$ cat config.mk
export PLATFORM = sky130hd
export DESIGN_NAME = infix_expression_evaluator
export DESIGN_NICKNAME = d
export VERILOG_FILES = /design/src/sv/iee_pkg.sv /design/src/sv/iee_div.sv /design/src/sv/iee_stack.sv /design/src/sv/infix_expression_evaluator.sv
export SDC_FILE = /design/constraint.sdc
export NUM_CORES = 2
export LEC_CHECK = 0
export BUFFER_PORTS_ARGS = -buffer_cell sky130_fd_sc_hd__buf_2
export CELL_PAD_IN_SITES_DETAIL_PLACEMENT = 1
export CELL_PAD_IN_SITES_GLOBAL_PLACEMENT = 1
export CORE_UTILIZATION = 55
export CTS_CLUSTER_DIAMETER = 50
export DETAILED_ROUTE_END_ITERATION = 10
export PLACE_DENSITY_LB_ADDON = 0.1
export SYNTH_ARGS = -nofsm -noshare
export SYNTH_HDL_FRONTEND = slang
export SYNTH_SLANG_ARGS = --single-unit
$ cat constraint.sdc
create_clock -name i_clk -period 19.7 [get_ports i_clk]
set_input_delay 1.97 -clock i_clk [delete_from_list [all_inputs] [get_ports i_clk]]
set_output_delay 1.97 -clock i_clk [all_outputs]
set_load 0.05 [all_outputs]
$ cat src/sv/iee_pkg.sv
// ----------------------------------------------------------------------------
// iee_pkg
// types and constants shared by the infix expression evaluator
// ----------------------------------------------------------------------------
package iee_pkg;

    localparam int NEST_DEPTH_DEF  = 16;
    localparam int VALUE_WIDTH_DEF = 32;
    localparam int OUT_WIDTH       = 32;

    typedef enum logic [1:0] {
        OP_PLUS   = 2'd0,
        OP_MINUS  = 2'd1,
        OP_TIMES  = 2'd2,
        OP_DIVIDE = 2'd3
    } t_op;

    typedef enum logic [1:0] {
        ST_OK        = 2'd0,
        ST_DIVZERO   = 2'd1,
        ST_DEEP      = 2'd2,
        ST_UNMATCHED = 2'd3
    } t_status;

    localparam logic [7:0] CH_PLUS  = 8'h2B;
    localparam logic [7:0] CH_MINUS = 8'h2D;
    localparam logic [7:0] CH_TIMES = 8'h2A;
    localparam logic [7:0] CH_DIV   = 8'h2F;
    localparam logic [7:0] CH_OPEN  = 8'h28;
    localparam logic [7:0] CH_CLOSE = 8'h29;
    localparam logic [7:0] CH_ZERO  = 8'h30;
    localparam logic [7:0] CH_NINE  = 8'h39;

    typedef enum logic [3:0] {
        S_IDLE,
        S_APPLY,
        S_DIVWAIT,
        S_FOLD,
        S_POPRD,
        S_POP,
        S_FINAL,
        S_FINWAIT,
        S_OUT
    } t_state;

    typedef struct packed {
        logic start;
        logic busy;
    } t_div_ctl;

endpackage

$ cat src/sv/iee_div.sv
// ----------------------------------------------------------------------------
// iee_div
// radix-2 restoring divider, signed with truncation toward zero
// ----------------------------------------------------------------------------
module iee_div #(
    parameter int VALUE_WIDTH = iee_pkg::VALUE_WIDTH_DEF
) (
    input  logic                   i_clk,
    input  logic                   i_rst_n,
    input  logic                   i_start,
    input  logic [VALUE_WIDTH-1:0] i_num,
    input  logic [VALUE_WIDTH-1:0] i_den,
    output iee_pkg::t_div_ctl      o_ctl,
    output logic [VALUE_WIDTH-1:0] o_quot
);
    localparam int CW = $clog2(VALUE_WIDTH + 1);

    logic [VALUE_WIDTH-1:0] r_q, n_q;
    logic [VALUE_WIDTH-1:0] r_d, n_d;
    logic [VALUE_WIDTH:0]   r_rem, n_rem;
    logic [CW-1:0]          r_cnt, n_cnt;
    logic                   r_neg, n_neg;
    logic                   r_busy, n_busy;
    logic [VALUE_WIDTH:0]   w_sh;

    always_comb begin
        n_q    = r_q;
        n_d    = r_d;
        n_rem  = r_rem;
        n_cnt  = r_cnt;
        n_neg  = r_neg;
        n_busy = r_busy;
        w_sh   = {r_rem[VALUE_WIDTH-1:0], r_q[VALUE_WIDTH-1]};
        if (i_start) begin
            n_q    = i_num[VALUE_WIDTH-1] ? (~i_num + 1'b1) : i_num;
            n_d    = i_den[VALUE_WIDTH-1] ? (~i_den + 1'b1) : i_den;
            n_neg  = i_num[VALUE_WIDTH-1] ^ i_den[VALUE_WIDTH-1];
            n_rem  = '0;
            n_cnt  = CW'(VALUE_WIDTH);
            n_busy = 1'b1;
        end else if (r_busy) begin
            if (w_sh >= {1'b0, r_d}) begin
                n_rem = w_sh - {1'b0, r_d};
                n_q   = {r_q[VALUE_WIDTH-2:0], 1'b1};
            end else begin
                n_rem = w_sh;
                n_q   = {r_q[VALUE_WIDTH-2:0], 1'b0};
            end
            n_cnt = r_cnt - 1'b1;
            if (r_cnt == CW'(1)) begin
                n_busy = 1'b0;
            end
        end
    end

    always_ff @(posedge i_clk) begin
        if (!i_rst_n) begin
            r_busy <= 1'b0;
            r_cnt  <= '0;
        end else begin
            r_busy <= n_busy;
            r_cnt  <= n_cnt;
        end
        r_q   <= n_q;
        r_d   <= n_d;
        r_rem <= n_rem;
        r_neg <= n_neg;
    end

    assign o_ctl.start = i_start;
    assign o_ctl.busy  = r_busy;
    assign o_quot      = r_neg ? (~r_q + 1'b1) : r_q;
endmodule

$ cat src/sv/iee_stack.sv
// ----------------------------------------------------------------------------
// iee_stack
// nesting stack memory: saved sum, term and operator, registered read
// ----------------------------------------------------------------------------
module iee_stack #(
    parameter int NEST_DEPTH  = iee_pkg::NEST_DEPTH_DEF,
    parameter int VALUE_WIDTH = iee_pkg::VALUE_WIDTH_DEF,
    localparam int AW = (NEST_DEPTH > 1) ? $clog2(NEST_DEPTH) : 1,
    localparam int DW = 2 * VALUE_WIDTH + 2
) (
    input  logic          i_clk,
    input  logic          i_we,
    input  logic [AW-1:0] i_waddr,
    input  logic [DW-1:0] i_wdata,
    input  logic [AW-1:0] i_raddr,
    output logic [DW-1:0] o_rdata
);
    logic [DW-1:0] r_mem [NEST_DEPTH];

    always_ff @(posedge i_clk) begin
        if (i_we) begin
            r_mem[i_waddr] <= i_wdata;
        end
        o_rdata <= r_mem[i_raddr];
    end
endmodule

$ cat src/sv/infix_expression_evaluator.sv
// steps: a digit, an open parenthesis or any other character is taken in IDLE;
// +, -, * and / pass through APPLY and FOLD, ) through APPLY, FOLD, POPRD and
// POP, and a step that divides by a nonzero number waits in DIVWAIT on the
// radix-2 divider; the last character adds a fold and a result beat, and after )
// or an operator FINAL, FINWAIT, APPLY, FOLD and OUT; one character at a time, OUT holds until taken;
// reset clears all accumulators, nesting and status
// ----------------------------------------------------------------------------
// infix_expression_evaluator
// character-serial evaluator of + - * / with precedence and parentheses
// ----------------------------------------------------------------------------
module infix_expression_evaluator #(
    parameter int NEST_DEPTH  = iee_pkg::NEST_DEPTH_DEF,
    parameter int VALUE_WIDTH = iee_pkg::VALUE_WIDTH_DEF
) (
    input  logic        i_clk,
    input  logic        i_rst_n,
    input  logic        s_axis_tvalid,
    output logic        s_axis_tready,
    input  logic [7:0]  s_axis_tdata,   // char_code
    input  logic        s_axis_tlast,   // last_char
    output logic        m_axis_tvalid,
    input  logic        m_axis_tready,
    output logic [39:0] m_axis_tdata    // value[31:0], status[33:32], zero pad
);
    localparam int VW = VALUE_WIDTH;
    localparam int AW = (NEST_DEPTH > 1) ? $clog2(NEST_DEPTH) : 1;
    localparam int LW = $clog2(NEST_DEPTH + 1);
    localparam int DW = 2 * VW + 2;
    localparam int OW = iee_pkg::OUT_WIDTH;

    localparam logic [1:0] K_OP     = 2'd0;
    localparam logic [1:0] K_CLOSE  = 2'd1;
    localparam logic [1:0] K_FINAL  = 2'd2;
    localparam logic [1:0] K_OPLAST = 2'd3;

    iee_pkg::t_state r_state, n_state;
    logic [VW-1:0]  r_num, n_num, r_term, n_term, r_sum, n_sum;
    iee_pkg::t_op   r_op, n_op, r_nop, n_nop;
    logic [LW-1:0]  r_lvl, n_lvl;
    iee_pkg::t_status r_err, n_err;
    logic [1:0]     r_kind, n_kind;     // op, close, final, op as last
    logic           r_addsum, n_addsum, r_last, n_last;
    logic [VW-1:0]  r_prod;
    logic [OW-1:0]  r_oval, n_oval;
    logic [1:0]     r_ost, n_ost;

    logic           w_we, w_dstart;
    logic [AW-1:0]  w_waddr, w_raddr;
    logic [DW-1:0]  w_wdata, w_rdata;
    iee_pkg::t_div_ctl w_dctl;
    logic [VW-1:0]  w_quot, w_applied;
    logic           w_acc, w_isdig, w_isop;
    logic [7:0]     w_c;

    iee_stack #(.NEST_DEPTH(NEST_DEPTH), .VALUE_WIDTH(VW)) u_stack (
        .i_clk(i_clk), .i_we(w_we), .i_waddr(w_waddr), .i_wdata(w_wdata),
        .i_raddr(w_raddr), .o_rdata(w_rdata)
    );

    iee_div #(.VALUE_WIDTH(VW)) u_div (
        .i_clk(i_clk), .i_rst_n(i_rst_n), .i_start(w_dstart),
        .i_num(r_term), .i_den(r_num), .o_ctl(w_dctl), .o_quot(w_quot)
    );

    assign w_c    = s_axis_tdata;
    assign w_acc  = s_axis_tvalid && s_axis_tready;
    assign w_isdig = (w_c >= iee_pkg::CH_ZERO) && (w_c <= iee_pkg::CH_NINE);
    assign w_isop = (w_c == iee_pkg::CH_PLUS) || (w_c == iee_pkg::CH_MINUS)
                 || (w_c == iee_pkg::CH_TIMES) || (w_c == iee_pkg::CH_DIV);
    assign w_waddr = r_lvl[AW-1:0];
    assign w_wdata = {r_sum, r_term, r_op};
    assign w_raddr = r_lvl[AW-1:0];

    // next state
    always_comb begin
        n_state = r_state;
        unique case (r_state)
            iee_pkg::S_IDLE: begin
                if (w_acc) begin
                    if (w_isop) begin
                        n_state = iee_pkg::S_APPLY;
                    end else if (w_c == iee_pkg::CH_CLOSE && r_lvl != '0) begin
                        n_state = iee_pkg::S_APPLY;
                    end else if (s_axis_tlast) begin
                        n_state = iee_pkg::S_APPLY;
                    end
                end
            end
            iee_pkg::S_APPLY: begin
                if (r_op == iee_pkg::OP_DIVIDE && r_num != '0) begin
                    n_state = iee_pkg::S_DIVWAIT;
                end else begin
                    n_state = iee_pkg::S_FOLD;
                end
            end
            iee_pkg::S_DIVWAIT: begin
                if (!w_dctl.busy && !w_dctl.start) begin
                    n_state = iee_pkg::S_FOLD;
                end
            end
            iee_pkg::S_FOLD: begin
                unique case (r_kind)
                    K_CLOSE: n_state = iee_pkg::S_POPRD;
                    K_FINAL: n_state = iee_pkg::S_OUT;
                    default: n_state = (r_last || r_kind == K_OPLAST) ?
                                       iee_pkg::S_FINAL : iee_pkg::S_IDLE;
                endcase
            end
            iee_pkg::S_POPRD: n_state = iee_pkg::S_POP;
            iee_pkg::S_POP: n_state = r_last ? iee_pkg::S_FINAL : iee_pkg::S_IDLE;
            iee_pkg::S_FINAL: n_state = iee_pkg::S_FINWAIT;
            iee_pkg::S_FINWAIT: n_state = iee_pkg::S_APPLY;
            iee_pkg::S_OUT: if (m_axis_tready) n_state = iee_pkg::S_IDLE;
            default: n_state = iee_pkg::S_IDLE;
        endcase
    end

    // apply the pending operator to term and number
    always_comb begin
        unique case (r_op)
            iee_pkg::OP_PLUS:  w_applied = r_term + r_num;
            iee_pkg::OP_MINUS: w_applied = r_term - r_num;
            iee_pkg::OP_TIMES: w_applied = r_prod;
            default:           w_applied = (r_num == '0) ? '0 : w_quot;
        endcase
    end

    // datapath
    always_comb begin
        n_num = r_num; n_term = r_term; n_sum = r_sum; n_op = r_op;
        n_nop = r_nop; n_lvl = r_lvl; n_err = r_err; n_kind = r_kind;
        n_addsum = r_addsum; n_last = r_last; n_oval = r_oval; n_ost = r_ost;
        w_we = 1'b0;
        w_dstart = 1'b0;
        unique case (r_state)
            iee_pkg::S_IDLE: begin
                if (w_acc) begin
                    n_last = s_axis_tlast;
                    n_kind = K_FINAL;
                    if (w_isdig) begin
                        n_num = VW'(r_num * VW'(10)) + VW'(w_c - iee_pkg::CH_ZERO);
                    end else if (w_c == iee_pkg::CH_OPEN) begin
                        if (r_lvl >= LW'(NEST_DEPTH)) begin
                            if (r_err == iee_pkg::ST_OK) n_err = iee_pkg::ST_DEEP;
                        end else begin
                            w_we = 1'b1;
                            n_lvl = r_lvl + 1'b1;
                            n_sum = '0; n_term = '0; n_num = '0;
                            n_op = iee_pkg::OP_PLUS;
                        end
                    end else if (w_c == iee_pkg::CH_CLOSE) begin
                        if (r_lvl == '0) begin
                            if (r_err == iee_pkg::ST_OK) n_err = iee_pkg::ST_UNMATCHED;
                        end else begin
                            n_kind = K_CLOSE;
                        end
                    end else if (w_isop) begin
                        n_kind = K_OP;
                        n_addsum = (w_c == iee_pkg::CH_PLUS) || (w_c == iee_pkg::CH_MINUS);
                        n_last = 1'b0;
                        if (s_axis_tlast) n_kind = K_OPLAST;
                        case (w_c)
                            iee_pkg::CH_PLUS:  n_nop = iee_pkg::OP_PLUS;
                            iee_pkg::CH_MINUS: n_nop = iee_pkg::OP_MINUS;
                            iee_pkg::CH_TIMES: n_nop = iee_pkg::OP_TIMES;
                            default:           n_nop = iee_pkg::OP_DIVIDE;
                        endcase
                    end
                end
            end
            iee_pkg::S_APPLY: begin
                if (r_op == iee_pkg::OP_DIVIDE && r_num != '0) w_dstart = 1'b1;
            end
            iee_pkg::S_FOLD: begin
                if (r_op == iee_pkg::OP_DIVIDE && r_num == '0 && r_err == iee_pkg::ST_OK)
                    n_err = iee_pkg::ST_DIVZERO;
                unique case (r_kind)
                    K_CLOSE: begin
                        n_num = r_sum + w_applied;
                        n_lvl = r_lvl - 1'b1;
                    end
                    K_FINAL: begin
                        n_sum = r_sum + w_applied;
                        n_oval = OW'($signed(r_sum + w_applied));
                        n_ost = r_err;
                        if (r_op == iee_pkg::OP_DIVIDE && r_num == '0
                            && r_err == iee_pkg::ST_OK) n_ost = iee_pkg::ST_DIVZERO;
                        if (r_lvl != '0 && n_ost == iee_pkg::ST_OK)
                            n_ost = iee_pkg::ST_UNMATCHED;
                        if (n_ost != iee_pkg::ST_OK) n_oval = '0;
                    end
                    default: begin
                        n_term = w_applied;
                        if (r_addsum) begin
                            n_sum = r_sum + w_applied;
                            n_term = '0;
                        end
                        n_op = r_nop;
                        n_num = '0;
                        // operator that is also the last character: fold once
                        if (r_kind == K_OPLAST) begin
                            n_kind = K_FINAL;
                            n_last = 1'b1;
                            n_op = iee_pkg::OP_PLUS;
                        end
                    end
                endcase
            end
            iee_pkg::S_POP: begin
                n_sum  = w_rdata[DW-1 -: VW];
                n_term = w_rdata[VW+1 -: VW];
                n_op   = iee_pkg::t_op'(w_rdata[1:0]);
                n_kind = K_FINAL;
            end
            iee_pkg::S_FINAL: begin
                // operator-last: plain fold of term into sum, number zero
                if (r_kind == K_FINAL && r_num == '0 && r_op == iee_pkg::OP_PLUS) begin
                    n_kind = K_FINAL;
                end
            end
            iee_pkg::S_OUT: begin
                if (m_axis_tready) begin
                    n_num = '0; n_term = '0; n_sum = '0; n_op = iee_pkg::OP_PLUS;
                    n_lvl = '0; n_err = iee_pkg::ST_OK; n_last = 1'b0;
                end
            end
            default: ;
        endcase
    end

    always_ff @(posedge i_clk) begin
        if (!i_rst_n) begin
            r_state <= iee_pkg::S_IDLE;
            r_num <= '0; r_term <= '0; r_sum <= '0;
            r_op <= iee_pkg::OP_PLUS; r_lvl <= '0; r_err <= iee_pkg::ST_OK;
            r_last <= 1'b0; r_kind <= K_OP;
        end else begin
            r_state <= n_state;
            r_num <= n_num; r_term <= n_term; r_sum <= n_sum;
            r_op <= n_op; r_lvl <= n_lvl; r_err <= n_err;
            r_last <= n_last; r_kind <= n_kind;
        end
        r_nop <= n_nop;
        r_addsum <= n_addsum;
        r_prod <= VW'(r_term * r_num);
        r_oval <= n_oval;
        r_ost <= n_ost;
    end

    // outputs
    always_comb begin
        s_axis_tready = (r_state == iee_pkg::S_IDLE);
        m_axis_tvalid = (r_state == iee_pkg::S_OUT);
        m_axis_tdata  = {6'd0, r_ost, r_oval};
    end
endmodule
# After elaboration in Yosys (flattened, before gate mapping)
# Memories as Yosys holds them, arrays and structs flattened. A register that Yosys moved wholly into a read port is not among the register bits.
# Index checks and enable logic that the tools add are counted.
dict set report op_classes {
  add_sub_neg 12
  mul 2
  n_lt_le_gt_ge 4
  eq_ne 41
  mux 100
  bitwise 8
  n_reduce_logical 41
}
# cell count
set op_table {}
lappend op_table {{32-bit two-way mux} 16}
lappend op_table {{32-bit one-hot mux with 4 select lines} 2}
lappend op_table {{32-bit one-hot mux with 3 select lines} 2}
lappend op_table {{32-bit one-hot mux with 2 select lines} 2}
lappend op_table {{32-bit by 1-bit adder with 32-bit output, second input constant} 3}
lappend op_table {{32-bit adder} 3}
lappend op_table {{32-bit inverter} 3}
lappend op_table {{32-bit subtractor} 2}
lappend op_table {{2-bit two-way mux} 31}
lappend op_table {{8-bit by 6-bit equality test with 1-bit output, second input constant} 6}
lappend op_table {{4-bit one-hot mux with 9 select lines} 1}
lappend op_table {{33-bit by 32-bit >= comparator with 1-bit output} 1}
lappend op_table {{32-bit zero test} 1}
lappend op_table {{32-bit by 3-bit multiplier with 31-bit output, second input constant} 1}
lappend op_table {{32-bit by 32-bit multiplier with 32-bit output} 1}
lappend op_table {{32-bit nonzero test} 1}
lappend op_table {{31-bit two-way mux} 1}
lappend op_table {{5-bit two-way mux} 6}
lappend op_table {{4-bit two-way mux} 6}
lappend op_table {{1-bit two-way mux} 22}
lappend op_table {{2-bit inequality test, second input constant} 9}
lappend op_table {{4-bit by 3-bit equality test with 1-bit output, second input constant} 4}
lappend op_table {{2-bit one-hot mux with 4 select lines} 2}
lappend op_table {{8-bit AND reduction} 2}
lappend op_table {{other kinds (42)} 80}
dict set report word_totals {
  reg_bits 285
  mem_bits_rw 1056
  output_inout_bits 42
  memories 1
}
# memory depth word_bits rd rd_ports_with_merged_regs wr line
set mem_list {}
lappend mem_list {u_stack.r_mem 16 66 1 1 1 iee_stack.sv:18} ;# logic [DW-1:0] r_mem [NEST_DEPTH];

# Longest topological paths before layout
dict set report depth {
  ltp_word 12
  ltp_mapped 29
  depth_no_buf 28
}

# Modules after synthesis
# A second synthesis with hierarchy kept.
dict set report unflattened {
  cells_unflattened 6226
  area_unflattened_um2 79222.2
}
# mod instances cells_per_inst area_each_um2 seq_area_each_um2
set by_module_without_submodules {}
lappend by_module_without_submodules {iee_stack 1 1698 40800.4 33031.7}
lappend by_module_without_submodules {infix_expression_evaluator 1 3611 30584.3 3993.8}
lappend by_module_without_submodules {iee_div 1 917 7837.5 2732.6}

# Worst setup path after synthesis
# No wires, ideal clock.
dict set report synth_timing {
  kind {flip-flop to flip-flop}
  from {reg r_term[14]}
  to {reg r_prod[29]}
  setup_time_ps 119
  arrival_ps 6720
  required_ps 19581
  slack_ps 12862
  stages_incl_launch_ff 22
  path_buffers 2
  cell_sequence {dfxtp_1 -> clkbuf_1 -> clkbuf_1 -> and2_1 -> fa_1 -> fa_1 -> fa_1 -> inv_1 -> fa_1 -> inv_1 -> fa_1 -> fa_1 -> fa_1 -> fa_1 -> ha_1 -> a21oi_1 -> nor2_1 -> a21oi_1 -> o31ai_1 -> o41a_1 -> a41o_1 -> xor2_1}
}
dict set report synth_between {
  elab_chain_cells 1
}
# element line
set synth_rtl {}
lappend synth_rtl {{start, declared} infix_expression_evaluator.sv:37} ;# logic [VW-1:0] r_num, n_num, r_term, n_term, r_sum, n_sum;
lappend synth_rtl {{start signal, assigned} infix_expression_evaluator.sv:239} ;# r_num <= n_num; r_term <= n_term; r_sum <= n_sum;
lappend synth_rtl {{32-bit by 32-bit multiplier with 32-bit output} infix_expression_evaluator.sv:245} ;# r_prod <= VW'(r_term * r_num);
lappend synth_rtl {{end signal, assigned} infix_expression_evaluator.sv:245}
lappend synth_rtl {{end, declared} infix_expression_evaluator.sv:43} ;# logic [VW-1:0] r_prod;
# Every way passes these cells.
# A chain may end at the register's enable or synchronous reset.

# Worst setup path after layout
dict set report layout_timing {
  from {reg r_num[2]}
  to {reg r_num[30]}
}
dict set report layout_between {
  elab_chain_cells 6
}
# element line
set layout_rtl {}
lappend layout_rtl {{start, declared} infix_expression_evaluator.sv:37}
lappend layout_rtl {{start signal, assigned} infix_expression_evaluator.sv:239}
lappend layout_rtl {{branches (longest 5 deep; another with 32-bit by 3-bit multiplier with 31-bit output)} n/a}
lappend layout_rtl {{32-bit one-hot mux with 3 select lines *} infix_expression_evaluator.sv:135} ;# unique case (r_state)
# Mark *: on every way between the ends. The select of a mux whose other input is x is not followed.

==> results_dict.tcl <==
set metrics [dict create \
    status "finished, final reports clean" \
    hold_path.class "reg2reg" \
    final-setup-viol-count 0 \
    cts-root-buf "clkbuf_16" \
    cts_setup_buffers 0 \
    worstMarginPinSlew_ns 1.371 \
    fmax_ghz 0.1220 \
    min_from "u_div.r_busy$_SDFF_PN0_" \
    hold_end "u_div.r_cnt[1]$_SDFFE_PP0P_" \
    tns_ns 0 \
    drc 0 \
    antenna_found_initial 8 \
    grt_pass1_vias 55180 \
    synth-main-ff-cell "edfxtp_1" \
    grt_use_total_pct 36.15 \
    area.sequential_mm2 0.03979 \
    nNetsFinal 6768 \
    cts-htree-levels 4 \
    rsz0062_at_grt "false" \
    syn_area_mm2 0.07877 \
    insertion_delay_ns 0.82 \
    criticalPathCategory "reg2reg" \
    die_area_mm2 0.1447 \
    place_inst 7752 \
    boundaryPins 55 \
    synth_top_area_share_pct 44.14 \
    wl_per_cell_um 32.20 \
    crit_arrival_ns 8.85 \
    drt_iter0_markers 5540 \
    die_h_um 380.5 \
    syn2layout_area_growth_pct 10.43 \
    r2r_start "r_num[2]$_SDFFE_PN0P_" \
    place.gp.congestion 0.9357 \
    finalPower_mw 8.473 \
    wl_mm 259.2 \
    viasPerCell 6.543 \
    final_util_pct 61.37 \
    rr_endpoint "r_num[30]$_SDFFE_PN0P_" \
    p_leak_nw 33.41 \
    synth_cell_types 86 \
    relSlewSlack_pct 7.629 \
    max_cap_viol_count 0 \
    ys_top_cells_by_area "edfxtp_1 (44%), fa_1 (11%), mux4_2 (9.4%)" \
    cts_inserted_buffers 159 \
    period_minus_slack_ns 8.196 \
    synthArstFlopShare_pct 0 \
    cp_max_fo 37 \
    required_ns 20.35 \
    hold_depth 1 \
    fin_crit_sh_pct 41.60 \
    cts_sinks 1407 \
    worstSetupStartpointType "flop" \
    hold_buffers 0 \
    drv_slew 0 \
    drive_gt1_share_pct 13.72 \
    multi_input_area_mm2 0.03594 \
    grt.overflow.total 0 \
    portBuffers 48 \
    layout_setup_ws_ns 11.50 \
    cts_tree "done" \
    seq_area_frac_synth_pct 50.47 \
    die_x_um 380.5 \
    yosys_warnings 0 \
    synth.avg_cell_area_um2 13.11 \
    stdcell_count 8050 \
    place_ws_ns 11.69 \
    clk_pin_slew_ns 0.06 \
    grt_max_degree 126 \
    grt_pass1_wl_mm 379.6 \
    start_util_pct 55.57 \
    syn-instance-count 6007 \
    cts-resized-gates 0 \
    rows 138 \
    r2r_cells 26 \
    firstDrtPassIters 5 \
    clock-skew-final_ns 0.07505 \
    synth-seq-cells 1407 \
    ant_nets 0 \
    cp-end-kind "flop" \
    fillCellCount 13610 \
    synth-edff-count 1158 \
    coreArea_mm2 0.1418 \
    vias 52670 \
    clockBufferDepth 3 \
    p_per_area_mw_per_mm2 97.40 \
    reg2reg_slack_ns 11.50 \
    place_hpwl_mm 162.3 \
    synth_top_area_cell "edfxtp_1" \
    ir_worst_vdd_uv 102.5 \
    hold_viol 0 \
]
## metal layers
metal / GRT usage [%] / share of wire, % / up-vias
met1: 49.62 / 40 / 27540
met4: 13.40 / 4.0 / 8
met5: 0 / 0.018 / -
li1: - / - / 21710
met2: 57.82 / 47 / 2830
met3: 6.568 / 8.9 / 577
## logic make-up after synthesis
logic type | count (synthesis) | synth area share (%)
mux | 355 | 9.756
compound gates | 979 | 8.113
flops | 1407 | 50.47
other cells | 1 | 0.004760
simple gates | 1335 | 8.209
fa+ha+maj | 732 | 15.57
buf+inv | 864 | 4.161
xor+xnor | 334 | 3.714
## metrics by stage
stage / area (um^2) / hold slack (ns)
2_1_floorplan: 78790 / 0.4227
4_1_cts: 86990 / 0.4558
6_report: 86990 / 0.4579
3_5_place_dp: 81390 / 0.4778
5_1_grt: 86990 / 0.4858
3_3_place_gp: 81390 / 0.4494
## layout make-up
type / instances / share of cell area [%]
Sequential cell: 1407 / 45.74
Multi-Input combinational cell: 3741 / 41.31
Clock buffer: 199 / 4.861
Tap cell: 1890 / 2.718
Inverter: 526 / 2.270
Clock inverter: 98 / 1.581
Timing Repair Buffer: 188 / 1.516
Antenna cell: 1 / 0.002877
## flip-flops by register name, indices dropped and copies added, names as in the netlist, 6 cells and up
name and cells:
u_div.r_d 32, r_prod 32, u_stack.o_rdata 66, u_div.r_cnt 6, r_term 32, r_num 32
u_stack.r_mem 1056, u_div.r_rem 32, r_sum 32, u_div.r_q 32, r_oval 32
## worst max path at each step
stage | startpoint | to | slack, ns | cells after the start
floorplan | r_term[14]$_SDFFE_PN0P_ | r_prod[29]$_DFF_P_ | 12.86 | 21
global route | r_num[2]$_SDFFE_PN0P_ | r_num[30]$_SDFFE_PN0P_ | 11.15 | 26
detailed placement | r_num[2]$_SDFFE_PN0P_ | r_num[30]$_SDFFE_PN0P_ | 11.69 | 26
global placement | r_num[2]$_SDFFE_PN0P_ | r_num[30]$_SDFFE_PN0P_ | 11.88 | 26
CTS | r_num[2]$_SDFFE_PN0P_ | r_num[30]$_SDFFE_PN0P_ | 11.66 | 26
finish | r_num[2]$_SDFFE_PN0P_ | r_num[30]$_SDFFE_PN0P_ | 11.50 | 26
## critical path: stages (launching register included)
cell      delay, ns
dfxtp_2        0.59
or3_1          0.53
nor3_1         0.34
nand2_1        0.36
or3_1          0.50
or3_1          0.44
nand2_1        0.13
xor2_1         0.13
ha_1           0.26
a21o_1         0.21
nand2b_1       0.18
nor4_1         0.26
o21ai_0        0.30
a311o_1        0.44
xnor2_1        0.14
o21ai_0        0.59
ha_1           0.45
a21o_1         0.21
a221oi_1       0.32
o21ai_0        0.12
a21oi_1        0.17
o41ai_1        0.16
a211oi_1       0.30
xor2_1         0.43
o21ai_0        0.24
a21oi_1        0.18
nor2_1         0.07
## synthesized netlist by cell type (25+ instances only)
| master | n |
|---|---|
| ha_1 | 318 |
| nor3_1 | 54 |
| nor2b_1 | 39 |
| a211oi_1 | 39 |
| mux4_2 | 330 |
| o211a_1 | 37 |
| o31ai_1 | 38 |
| a21o_1 | 65 |
| and2_1 | 257 |
| nand3_1 | 55 |
| fa_1 | 414 |
| a31oi_1 | 42 |
| and3_1 | 30 |
| o21ai_0 | 248 |
| edfxtp_1 | 1158 |
| inv_1 | 523 |
| nand2b_1 | 33 |
| clkbuf_1 | 290 |
| o21a_1 | 38 |
| a22oi_1 | 51 |
| nand2_1 | 522 |
| buf_1 | 37 |
| a21oi_1 | 230 |
| o211ai_1 | 25 |
| xor2_1 | 142 |
| xnor2_1 | 192 |
| or3_1 | 30 |
| nor2_1 | 221 |
| dfxtp_1 | 249 |
## layout by cell type (no fill, tap or decap), drive strengths merged, types with 16 or more instances in the layout
| cell | instances |
|---|---|
| o21a | 38 |
| nand3 | 55 |
| clkbuf | 199 |
| ha | 318 |
| o211a | 37 |
| a211oi | 40 |
| nand2b | 33 |
| o21ai | 248 |
| o21bai | 18 |
| a21oi | 230 |
| xor2 | 142 |
| edfxtp | 1158 |
| bufinv | 20 |
| o211ai | 25 |
| fa | 414 |
| inv | 540 |
| a21o | 65 |
| mux4 | 330 |
| or3 | 31 |
| and3 | 30 |
| clkinv | 56 |
| nand4 | 19 |
| dfxtp | 249 |
| mux2i | 23 |
| a22oi | 51 |
| xnor2 | 192 |
| nor2 | 221 |
| a31oi | 43 |
| or4 | 16 |
| and2 | 258 |
| nor2b | 39 |
| nand2 | 522 |
| buf | 188 |
| o31ai | 38 |
| nor3 | 54 |
| o41ai | 20 |
## power breakdown
| group | switching [mW] | internal [mW] | leakage, nW | total, mW |
|---|---|---|---|---|
| Combinational | 1.26 | 0.613 | 17.9 | 1.87 |
| Clock | 1.33 | 1.82 | 2.70 | 3.16 |
| Sequential | 0.127 | 3.32 | 12.8 | 3.45 |
| Total | 2.72 | 5.76 | 33.4 | 8.47 |
No activity file was read; power rests on OpenSTA's default activity.
